**src/design/alignment_difference_string_parser_top_macros.svh**
```systemverilog
// ----------------------------------------------------------------------------
// Assertion macros for the alignment difference string parser
// Wrappers for clocked concurrent assertions; empty when ASSERT_OFF is set.
// ----------------------------------------------------------------------------
`ifndef ALIGNMENT_DIFFERENCE_STRING_PARSER_TOP_MACROS_SVH
`define ALIGNMENT_DIFFERENCE_STRING_PARSER_TOP_MACROS_SVH

`ifndef ASSERT_OFF
// Same-cycle implication, disabled during reset
`define ADSP_ASSERT_IMPL(label, ante, cons) \
  label: assert property (@(posedge clk_i) disable iff (!rst_ni) (ante) |-> (cons)) \
    else $error("adsp: assertion failed");
// Next-cycle implication, disabled during reset
`define ADSP_ASSERT_NEXT(label, ante, cons) \
  label: assert property (@(posedge clk_i) disable iff (!rst_ni) (ante) |=> (cons)) \
    else $error("adsp: assertion failed");
`else
`define ADSP_ASSERT_IMPL(label, ante, cons)
`define ADSP_ASSERT_NEXT(label, ante, cons)
`endif

`endif

```
**src/design/adsp_pkg.sv**
```systemverilog
// ----------------------------------------------------------------------------
// Alignment difference string parser package
// Item types, parse modes, operation codes and character constants.
// ----------------------------------------------------------------------------
package adsp_pkg;

  localparam logic [30:0] MAX31    = 31'h7FFF_FFFF;
  localparam logic [15:0] DOT_PAIR = 16'h2E2E;

  localparam logic [7:0] CH_COLON = 8'h3A;
  localparam logic [7:0] CH_STAR  = 8'h2A;
  localparam logic [7:0] CH_PLUS  = 8'h2B;
  localparam logic [7:0] CH_MINUS = 8'h2D;
  localparam logic [7:0] CH_0     = 8'h30;
  localparam logic [7:0] CH_9     = 8'h39;
  localparam logic [7:0] CH_A     = 8'h61;
  localparam logic [7:0] CH_Z     = 8'h7A;

  // Rows one byte can produce: pending op, operator-at-end op, closing row
  localparam int unsigned GROUP_ROWS = 3;

  typedef enum logic [1:0] {
    OP_MATCH    = 2'd0,
    OP_MISMATCH = 2'd1,
    OP_INSERT   = 2'd2,
    OP_DELETE   = 2'd3
  } op_e;

  typedef enum logic [2:0] {
    MODE_IDLE     = 3'd0,
    MODE_MATCH    = 3'd1,
    MODE_MIS_REF  = 3'd2,
    MODE_MIS_QRY  = 3'd3,
    MODE_MIS_DONE = 3'd4,
    MODE_INS      = 3'd5,
    MODE_DEL      = 3'd6
  } mode_e;

  typedef struct packed {
    logic [7:0]  ch;
    logic        last;
    logic [30:0] ref_start;
    logic [30:0] query_start;
    logic [30:0] query_end;
    logic        forward;
  } in_item_t;

  typedef struct packed {
    op_e                op;
    logic [30:0]        run_length;
    logic [15:0]        mutation;
    logic [30:0]        ref_pos;
    logic [30:0]        query_off;
    logic signed [31:0] query_pos;
    logic               row_last;
  } out_item_t;

  // Row before the query position is formed
  typedef struct packed {
    op_e         op;
    logic [30:0] run_length;
    logic [15:0] mutation;
    logic [30:0] ref_pos;
    logic [30:0] query_off;
    logic        row_last;
  } row_raw_t;

  // All rows caused by one item, plus the coordinates they share
  typedef struct packed {
    row_raw_t [GROUP_ROWS-1:0] rows;
    logic [1:0]                count;
    logic [30:0]               query_start;
    logic [30:0]               query_end;
    logic                      forward;
  } row_group_t;

  typedef struct packed {
    row_raw_t    row;
    logic [30:0] query_start;
    logic [30:0] query_end;
    logic        forward;
  } head_t;

  typedef struct packed {
    logic [1:0] remaining;
    logic       free;
  } buf_stat_t;

endpackage

```
**src/design/adsp_parser.sv**
```systemverilog
// ----------------------------------------------------------------------------
// Parser core
// Holds the parse state and turns one byte into its group of result rows.
// ----------------------------------------------------------------------------
module adsp_parser import adsp_pkg::*; (
  input  logic       clk_i,
  input  logic       rst_ni,
  input  logic       in_accept_i,
  input  in_item_t   in_item_i,
  output row_group_t grp_o
);

  typedef struct packed {
    logic [30:0] ref_off;
    logic [30:0] qry_off;
    logic [30:0] match_len;
  } offs_t;

  function automatic logic [30:0] sat_add31(logic [30:0] a, logic [30:0] b);
    logic [31:0] s;
    s = {1'b0, a} + {1'b0, b};
    return s[31] ? MAX31 : s[30:0];
  endfunction

  // Move the offsets past an emitted operation
  function automatic offs_t advance(mode_e m, logic [30:0] len, offs_t o);
    offs_t r;
    r = o;
    case (m)
      MODE_MATCH: begin
        r.ref_off   = sat_add31(o.ref_off, len);
        r.qry_off   = sat_add31(o.qry_off, len);
        r.match_len = len;
      end
      MODE_INS: r.qry_off = sat_add31(o.qry_off, len);
      MODE_DEL: r.ref_off = sat_add31(o.ref_off, len);
      MODE_MIS_REF, MODE_MIS_QRY, MODE_MIS_DONE: begin
        r.ref_off = sat_add31(o.ref_off, 31'd1);
        r.qry_off = sat_add31(o.qry_off, 31'd1);
      end
      default: r = o;
    endcase
    return r;
  endfunction

  function automatic op_e mode_op(mode_e m);
    op_e r;
    case (m)
      MODE_MATCH: r = OP_MATCH;
      MODE_INS:   r = OP_INSERT;
      MODE_DEL:   r = OP_DELETE;
      default:    r = OP_MISMATCH;
    endcase
    return r;
  endfunction

  mode_e       mode_q, mode_d, mode0, mode1;
  logic        at_start_q, at_start_d;
  logic [30:0] plen_q, plen_d, plen0, plen1;
  logic [15:0] pmut_q, pmut_d, pmut0, pmut1;
  logic [30:0] prpos_q, prpos_d, prpos1;
  logic [30:0] pqoff_q, pqoff_d, pqoff1;
  offs_t       offs_q, offs_d, o0, o1, o2;
  logic        is_op, is_digit, is_lower, emit_a, emit_b;
  logic [34:0] dec_v;

  // Apply the record-start reload
  always_comb begin
    mode0 = mode_q;
    plen0 = plen_q;
    pmut0 = pmut_q;
    o0    = offs_q;
    if (at_start_q) begin
      o0.ref_off   = sat_add31(in_item_i.ref_start, 31'd1);
      o0.qry_off   = {30'b0, in_item_i.forward};
      o0.match_len = '0;
      mode0        = MODE_IDLE;
      plen0        = '0;
      pmut0        = DOT_PAIR;
    end
  end

  assign is_op = (in_item_i.ch == CH_COLON) || (in_item_i.ch == CH_STAR) ||
                 (in_item_i.ch == CH_PLUS)  || (in_item_i.ch == CH_MINUS);
  assign is_digit = in_item_i.ch inside {[CH_0:CH_9]};
  assign is_lower = in_item_i.ch inside {[CH_A:CH_Z]};
  assign dec_v = ({4'b0, plen0} << 3) + ({4'b0, plen0} << 1) +
                 35'(in_item_i.ch - CH_0);

  // Consume the character
  always_comb begin
    mode1  = mode0;
    plen1  = plen0;
    pmut1  = pmut0;
    prpos1 = prpos_q;
    pqoff1 = pqoff_q;
    o1     = o0;
    emit_a = 1'b0;
    if (mode0 == MODE_MIS_REF) begin
      pmut1 = {in_item_i.ch, 8'h00};
      mode1 = MODE_MIS_QRY;
    end else if (mode0 == MODE_MIS_QRY) begin
      pmut1 = {pmut0[15:8], in_item_i.ch};
      mode1 = MODE_MIS_DONE;
    end else if (is_op) begin
      emit_a = (mode0 != MODE_IDLE);
      if (emit_a) begin
        o1 = advance(mode0, plen0, o0);
      end
      prpos1 = o1.ref_off;
      pqoff1 = o1.qry_off;
      plen1  = '0;
      pmut1  = DOT_PAIR;
      case (in_item_i.ch)
        CH_COLON: mode1 = MODE_MATCH;
        CH_STAR: begin
          mode1 = MODE_MIS_REF;
          plen1 = 31'd1;
          pmut1 = '0;
        end
        CH_PLUS: mode1 = MODE_INS;
        default: mode1 = MODE_DEL;
      endcase
    end else if (mode0 == MODE_MATCH && is_digit) begin
      plen1 = (|dec_v[34:31]) ? MAX31 : dec_v[30:0];
    end else if ((mode0 == MODE_INS || mode0 == MODE_DEL) && is_lower) begin
      plen1 = sat_add31(plen0, 31'd1);
    end
  end

  // Flush the pending operation at the record end
  always_comb begin
    emit_b = in_item_i.last && (mode1 != MODE_IDLE);
    o2     = emit_b ? advance(mode1, plen1, o1) : o1;
  end

  // Next state
  always_comb begin
    mode_d     = mode1;
    plen_d     = plen1;
    pmut_d     = pmut1;
    prpos_d    = prpos1;
    pqoff_d    = pqoff1;
    offs_d     = o2;
    at_start_d = 1'b0;
    if (in_item_i.last) begin
      mode_d     = MODE_IDLE;
      plen_d     = '0;
      pmut_d     = DOT_PAIR;
      at_start_d = 1'b1;
    end
  end

  // Build the row group, packed from slot zero
  always_comb begin
    logic [1:0] n;
    n     = '0;
    grp_o = '0;
    if (emit_a) begin
      grp_o.rows[n] = '{op: mode_op(mode0), run_length: plen0, mutation: pmut0,
                        ref_pos: prpos_q, query_off: pqoff_q, row_last: 1'b0};
      n = n + 2'd1;
    end
    if (emit_b) begin
      grp_o.rows[n] = '{op: mode_op(mode1), run_length: plen1, mutation: pmut1,
                        ref_pos: prpos1, query_off: pqoff1, row_last: 1'b0};
      n = n + 2'd1;
    end
    if (in_item_i.last) begin
      grp_o.rows[n] = '{op: OP_MATCH, run_length: o2.match_len, mutation: DOT_PAIR,
                        ref_pos: o2.ref_off, query_off: o2.qry_off, row_last: 1'b1};
      n = n + 2'd1;
    end
    grp_o.count       = n;
    grp_o.query_start = in_item_i.query_start;
    grp_o.query_end   = in_item_i.query_end;
    grp_o.forward     = in_item_i.forward;
  end

  // Advance the parse state on each accepted item
  always_ff @(posedge clk_i or negedge rst_ni) begin
    if (!rst_ni) begin
      mode_q     <= MODE_IDLE;
      at_start_q <= 1'b1;
      plen_q     <= '0;
      pmut_q     <= DOT_PAIR;
      prpos_q    <= '0;
      pqoff_q    <= '0;
      offs_q     <= '0;
    end else if (in_accept_i) begin
      mode_q     <= mode_d;
      at_start_q <= at_start_d;
      plen_q     <= plen_d;
      pmut_q     <= pmut_d;
      prpos_q    <= prpos_d;
      pqoff_q    <= pqoff_d;
      offs_q     <= offs_d;
    end
  end

endmodule

```
**src/design/adsp_row_buf.sv**
```systemverilog
// ----------------------------------------------------------------------------
// Row group buffer
// Holds the rows of one item and hands them out one per cycle as they are popped.
// ----------------------------------------------------------------------------
module adsp_row_buf import adsp_pkg::*; (
  input  logic       clk_i,
  input  logic       rst_ni,
  input  logic       load_i,
  input  row_group_t grp_i,
  input  logic       pop_i,
  output logic       head_valid_o,
  output head_t      head_o,
  output buf_stat_t  stat_o
);

  row_raw_t [GROUP_ROWS-1:0] rows_q;
  logic [30:0] qs_q, qe_q;
  logic        fwd_q;
  logic [1:0]  cnt_q, idx_q;

  assign head_valid_o       = (cnt_q != 2'd0);
  assign head_o.row         = rows_q[idx_q];
  assign head_o.query_start = qs_q;
  assign head_o.query_end   = qe_q;
  assign head_o.forward     = fwd_q;

  // Take a new group once the last held row leaves
  assign stat_o.free      = (cnt_q == 2'd0) || ((cnt_q == 2'd1) && pop_i);
  assign stat_o.remaining = cnt_q;

  // Track remaining rows and the read slot
  always_ff @(posedge clk_i or negedge rst_ni) begin
    if (!rst_ni) begin
      cnt_q <= '0;
      idx_q <= '0;
    end else if (load_i) begin
      cnt_q <= grp_i.count;
      idx_q <= '0;
    end else if (pop_i) begin
      cnt_q <= cnt_q - 2'd1;
      idx_q <= idx_q + 2'd1;
    end
  end

  // Hold the group payload
  always_ff @(posedge clk_i) begin
    if (load_i) begin
      rows_q <= grp_i.rows;
      qs_q   <= grp_i.query_start;
      qe_q   <= grp_i.query_end;
      fwd_q  <= grp_i.forward;
    end
  end

endmodule

```
**src/design/adsp_out_stage.sv**
```systemverilog
// ----------------------------------------------------------------------------
// Output stage
// Forms the query position of a row and holds it in the result register.
// ----------------------------------------------------------------------------
module adsp_out_stage import adsp_pkg::*; (
  input  logic      clk_i,
  input  logic      rst_ni,
  input  logic      head_valid_i,
  input  head_t     head_i,
  output logic      pop_o,
  output logic      out_valid_o,
  input  logic      out_stall_i,
  output out_item_t out_item_o
);

  logic               valid_q;
  out_item_t          item_q;
  logic [31:0]        fwd_sum;
  logic signed [31:0] rev_diff, qpos;

  assign pop_o = head_valid_i && (!valid_q || !out_stall_i);

  // Forward: start plus offset, clipped at the signed max; reverse cannot overflow
  assign fwd_sum  = {1'b0, head_i.query_start} + {1'b0, head_i.row.query_off};
  assign rev_diff = $signed({1'b0, head_i.query_end}) -
                    $signed({1'b0, head_i.row.query_off});
  assign qpos = head_i.forward ? (fwd_sum[31] ? 32'sh7FFF_FFFF : $signed(fwd_sum))
                               : rev_diff;

  // Result valid: set on load, clear when taken
  always_ff @(posedge clk_i or negedge rst_ni) begin
    if (!rst_ni) begin
      valid_q <= 1'b0;
    end else if (pop_o) begin
      valid_q <= 1'b1;
    end else if (!out_stall_i) begin
      valid_q <= 1'b0;
    end
  end

  // Load the result payload
  always_ff @(posedge clk_i) begin
    if (pop_o) begin
      item_q.op         <= head_i.row.op;
      item_q.run_length <= head_i.row.run_length;
      item_q.mutation   <= head_i.row.mutation;
      item_q.ref_pos    <= head_i.row.ref_pos;
      item_q.query_off  <= head_i.row.query_off;
      item_q.query_pos  <= qpos;
      item_q.row_last   <= head_i.row.row_last;
    end
  end

  assign out_valid_o = valid_q;
  assign out_item_o  = item_q;

endmodule

```
**src/design/alignment_difference_string_parser_top.sv**
```systemverilog
// ----------------------------------------------------------------------------
// Alignment difference string parser, top level
// Byte-wide short-form difference string parser with a one-row result port.
// ----------------------------------------------------------------------------
// The block takes one character of a difference string per cycle unless it
// stalls and returns rows of operations (match, mismatch, insertion,
// deletion) with reference and query positions; every record ends with a
// closing row. A byte yields zero, one, two or three rows. The parser works
// a byte combinationally and places its rows in a group buffer; the result
// register drains that buffer one row per cycle unless the receiver stalls,
// and each row moves from the group buffer into the result register. The
// input stalls while the buffer holds more than the row leaving in that cycle.
`include "alignment_difference_string_parser_top_macros.svh"

module alignment_difference_string_parser_top import adsp_pkg::*; (
  input  logic      clk_i,
  input  logic      rst_ni,
  input  logic      in_valid_i,
  output logic      in_stall_o,
  input  in_item_t  in_item_i,
  output logic      out_valid_o,
  input  logic      out_stall_i,
  output out_item_t out_item_o
);

  logic       in_accept;
  row_group_t grp;
  logic       head_valid, pop;
  head_t      head;
  buf_stat_t  buf_stat;

  assign in_stall_o = !buf_stat.free;
  assign in_accept  = in_valid_i && !in_stall_o;

  // Parse one byte per accepted item
  adsp_parser u_parser (
    .clk_i       (clk_i),
    .rst_ni      (rst_ni),
    .in_accept_i (in_accept),
    .in_item_i   (in_item_i),
    .grp_o       (grp)
  );

  // Hold the rows of the latest item
  adsp_row_buf u_row_buf (
    .clk_i        (clk_i),
    .rst_ni       (rst_ni),
    .load_i       (in_accept),
    .grp_i        (grp),
    .pop_i        (pop),
    .head_valid_o (head_valid),
    .head_o       (head),
    .stat_o       (buf_stat)
  );

  // Register one row per cycle toward the output unless the receiver stalls
  adsp_out_stage u_out_stage (
    .clk_i        (clk_i),
    .rst_ni       (rst_ni),
    .head_valid_i (head_valid),
    .head_i       (head),
    .pop_o        (pop),
    .out_valid_o  (out_valid_o),
    .out_stall_i  (out_stall_i),
    .out_item_o   (out_item_o)
  );

  // A record end always leaves at least its closing row in the buffer
  `ADSP_ASSERT_NEXT(a_last_leaves_rows, in_accept && in_item_i.last, buf_stat.remaining != 2'd0)
  // Two or more buffered rows must hold off the input
  `ADSP_ASSERT_IMPL(a_busy_stalls, buf_stat.remaining >= 2'd2, in_stall_o)
  // Buffered rows move into a free result register
  `ADSP_ASSERT_NEXT(a_drain, (buf_stat.remaining != 2'd0) && !(out_valid_o && out_stall_i), out_valid_o)

endmodule

```
**config.mk**
```make
export PLATFORM = sky130hd
export DESIGN_NAME = alignment_difference_string_parser_top
export DESIGN_NICKNAME = d
export VERILOG_FILES = /design/src/design/adsp_pkg.sv /design/src/design/adsp_parser.sv /design/src/design/adsp_row_buf.sv /design/src/design/adsp_out_stage.sv /design/src/design/alignment_difference_string_parser_top.sv
export VERILOG_INCLUDE_DIRS = /design/src /design/src/design
export SDC_FILE = /design/constraint.sdc
export NUM_CORES = 2
export LEC_CHECK = 0
export BUFFER_PORTS_ARGS = -buffer_cell sky130_fd_sc_hd__buf_2
export CAP_MARGIN = 20
export CORE_MARGIN = 3
export CORE_UTILIZATION = 35
export DETAILED_ROUTE_END_ITERATION = 8
export GPL_ROUTABILITY_DRIVEN = 0
export GPL_TIMING_DRIVEN = 0
export PLACE_DENSITY_LB_ADDON = 0.08
export SYNTH_ARGS = -nofsm -noshare
export SYNTH_HDL_FRONTEND = slang
export SYNTH_SLANG_ARGS = --single-unit
export TNS_END_PERCENT = 30
```
**constraint.sdc**
```tcl
create_clock -name clk_i -period 16.5 [get_ports clk_i]
set_clock_uncertainty 0.15 [all_clocks]
set_input_delay 0.825 -clock clk_i [delete_from_list [all_inputs] [get_ports clk_i]]
set_output_delay 0.825 -clock clk_i [all_outputs]
set_load 0.02 [all_outputs]
```
==> flow_summary.toml <==
[synthesis]
synth.most_common_cell = "nand2_1"
ys_async_sr_fraction = 0.2867
synthCells = 6058
syn_area_sq_um = 53180
synth_top_area_frac = 0.2964
seq_area_frac_synth = 0.3959
yosys-top-cells-area = "edfxtp_1, dfrtp_1, ha_1"
yosysUniqueCellTypes = 110
yosysWarningCount = 0
yosysTopAreaCell = "edfxtp_1"
synth-main-ff-cell = "edfxtp_1"
synth_seq_cells = 736
syn_area_per_cell_sq_um = 8.779
synth_common_cells = "nand2_1, o21ai_0, nor2_1"
synth_edf_count = 525

[die]
core-area_sq_um = 150300
die_h_um = 395.8
die_x_um = 395.8
die_area_sq_um = 156700
initial_utilization = 0.3538
ios = 253
fp-row-count = 142

[cts]
path_clk_slew_ns = 0.07
clkSinkCount = 736
h-tree-depth = 3
cts_inserted_buffers = 87
insertion_delay_ns = 0.75
cts_root_buffer = "clkbuf_16"
cts_buffer_depth = 3
cts_tree = "built"
cts_setup_buffers = 0

[detailed_routing]
firstDrtPassIters = 9
vias_per_cell = 6.295
wl_per_cell_um = 32.06
drtIter0Drc = 8734
vias = 53980
wirelength_um = 274900
drc = 0
ant_nets = 0

[setup_path]
reg2reg_setup_slack_ns = 0.35
r2r-end = "u_row_buf.rows_q[276]$_SDFFCE_PN0P_"
r2r.worst_path.cells = 42
critPathMaxFanout = 10
critPathMaxStageDelay_ns = 0.98
crit_path_start_kind = "register"
critical_path_arrival_ns = 16.42
worstSetupPathType = "register to register"
cp.required_ns = 16.77
rr_startpoint = "u_parser.at_start_q$_DFFE_PN1P_"
end_kind = "register"
crit_slowest_cell = "o22ai_1"

[sta]
fin_crit_ns = 16.15
hold_violations = 0
timing.final.crit_share = 0.9788
setup_slack_ns = 0.3502
fmax_ghz = 0.06192
setup_violations = 0
timing.hold.ws_ns = 0.1131
slew_violations = 0
rsz0062_at_grt = "no"
slew_headroom = 0.07876
worst_pin_slew_ns = 1.367

[global_route]
grt_pass1_vias = 49040
grt_first_pass_wirelength_um = 379300
antenna_found_initial = 16
grt_start_max_net_pins = 95
grt_usage = 0.3372
grt_overflow = 0

[layout]
nets = 6861
finalNonFillerCells = 8574
drive_gt1_frac = 0.09490
utilization = 0.4068
nFillCells = 15220
layout-area-overhead-vs-synth_pct = 14.97

[worst_hold_path]
hp-start = "in_item_i[2]"
holdPathStages = 1
min_path_type = "primary input to register"
hold_path_end = "u_row_buf.qe_q[1]$_DFFE_PP_"

[status]
outcome = "finished clean"

[flow_run]
max-cap-violations = 0

[place]
place_inst = 8406
detailedPlacementHpwl_um = 220600
pre_cts_ws_ns = -3.705
port_buffers = 248

[power]
p_per_area_nw_per_um2 = 161.1
p_leak_uw = 0.02369
peakVddDrop_mv = 0.1008
## critical path: cells and delay by family (launching register included)
kind            cells  cell delay, ns
compound gates     19            6.69
buf+inv            11            5.08
simple gates        9            2.26
fa+ha+maj           3            1.23
flops               1            0.40
## through the flow
step | power, uW | setup TNS [ns] | cell area [sq um]
3_5_place_dp | 7766 | -665.89 | 58110
6_report | 9850 | 0 | 61140
2_1_floorplan | 6041 | 0 | 53210
3_3_place_gp | 7951 | -2257.92 | 56970
4_1_cts | 9736 | 0 | 61000
5_1_grt | 10300 | 0 | 61130
## report_power, final
group,leakage [uW],switching [uW],internal (uW)
clock network,0.00137,857,1090
registers,0.00787,257,2680
logic,0.0145,3420,1550
## cell usage in the layout, fill, tap and decap left out, drive strengths merged, types with 47 or more instances in the layout
| cell type | netlist | final |
|---|---|---|
| a211oi | 84 | 84 |
| a21o | 83 | 83 |
| a21oi | 498 | 498 |
| a31oi | 80 | 80 |
| and3 | 58 | 58 |
| buf | 62 | 393 |
| clkbuf | 296 | 415 |
| dfrtp | 202 | 202 |
| edfxtp | 525 | 525 |
| ha | 235 | 235 |
| inv | 218 | 225 |
| mux2i | 150 | 150 |
| nand2 | 691 | 691 |
| nand3 | 141 | 141 |
| nand4 | 63 | 63 |
| nor2 | 554 | 554 |
| nor2b | 87 | 87 |
| nor3 | 143 | 143 |
| o21a | 65 | 65 |
| o21ai | 623 | 623 |
| o22ai | 86 | 86 |
| or3 | 47 | 47 |
| xnor2 | 154 | 154 |
| xor2 | 78 | 78 |
## cell type report
cell class | instances | area (sq um) | area share
flip-flops and latches | 736 | 21060 | 0.3444
inverters | 223 | 837.1 | 0.01369
clock inverters | 37 | 349.1 | 0.005709
diodes | 4 | 10.01 | 0.0001637
plain buffers | 354 | 1456 | 0.02382
well taps | 2016 | 2522 | 0.04125
clock buffers | 123 | 2477 | 0.04052
repair buffers | 333 | 2419 | 0.03956
multi-input cells | 4748 | 30020 | 0.4909
## how the worst max path moves through the flow
stage / slack (ns) / endpoint / start
6_report: 0.35 / u_row_buf.rows_q[276]$_SDFFCE_PN0P_ / u_parser.at_start_q$_DFFE_PN1P_
5_1_grt: 0.04 / u_row_buf.rows_q[158]$_DFFE_PP_ / u_parser.at_start_q$_DFFE_PN1P_
4_1_cts: 0.10 / u_row_buf.rows_q[158]$_DFFE_PP_ / u_parser.at_start_q$_DFFE_PN1P_
3_5_place_dp: -3.71 / u_row_buf.rows_q[151]$_DFFE_PP_ / u_parser.at_start_q$_DFFE_PN1P_
3_3_place_gp: -5.53 / u_row_buf.rows_q[146]$_DFFE_PP_ / u_parser.at_start_q$_DFFE_PN1P_
2_1_floorplan: 3.33 / u_row_buf.fwd_q$_DFFE_PP_ / out_stall_i
## cells by family (layout without fill, tap and decap cells)
kind of cell,count (synthesis),in the layout,synth area share
adders and majority gates,272,272,0.06903
AOI/OAI and AO/OA,2050,2050,0.2455
buffers and inverters,581,1070,0.04298
muxes,157,157,0.02971
and+or+nand+nor,2029,2029,0.1786
DFF,736,736,0.3959
other,1,12,0.00007051
xor gates and xnor gates,232,232,0.03821
## state kept, by name, indices dropped and copies added (netlist names), 2 cells and up
register                flops
u_parser.prpos_q           31
u_out_stage.out_item_o    144
u_row_buf.idx_q             2
u_parser.pmut_q            16
u_parser.offs_q            93
u_row_buf.rows_q          318
u_parser.pqoff_q           31
u_parser.mode_q             3
u_row_buf.cnt_q             2
u_row_buf.qe_q             31
u_parser.plen_q            31
u_row_buf.qs_q             31
## layer usage
metal	vias to the layer above	global-route usage	share of wire
met3	748	0.1065	0.13
met1	26080	0.4715	0.42
met4	8	0.1985	0.073
met5	-	0	0.00021
met2	3663	0.4504	0.38
li1	23480	-	-
## timing repair
action / CTS / global route
pin swaps: 1 / 1
resized for setup: 19 / 13
endpoints found under the setup margin: 248 / 171
hold buffers: 1 / 0
endpoints found under the hold margin: 30 / 0
Note: power is estimated with default switching activity, not from simulation.
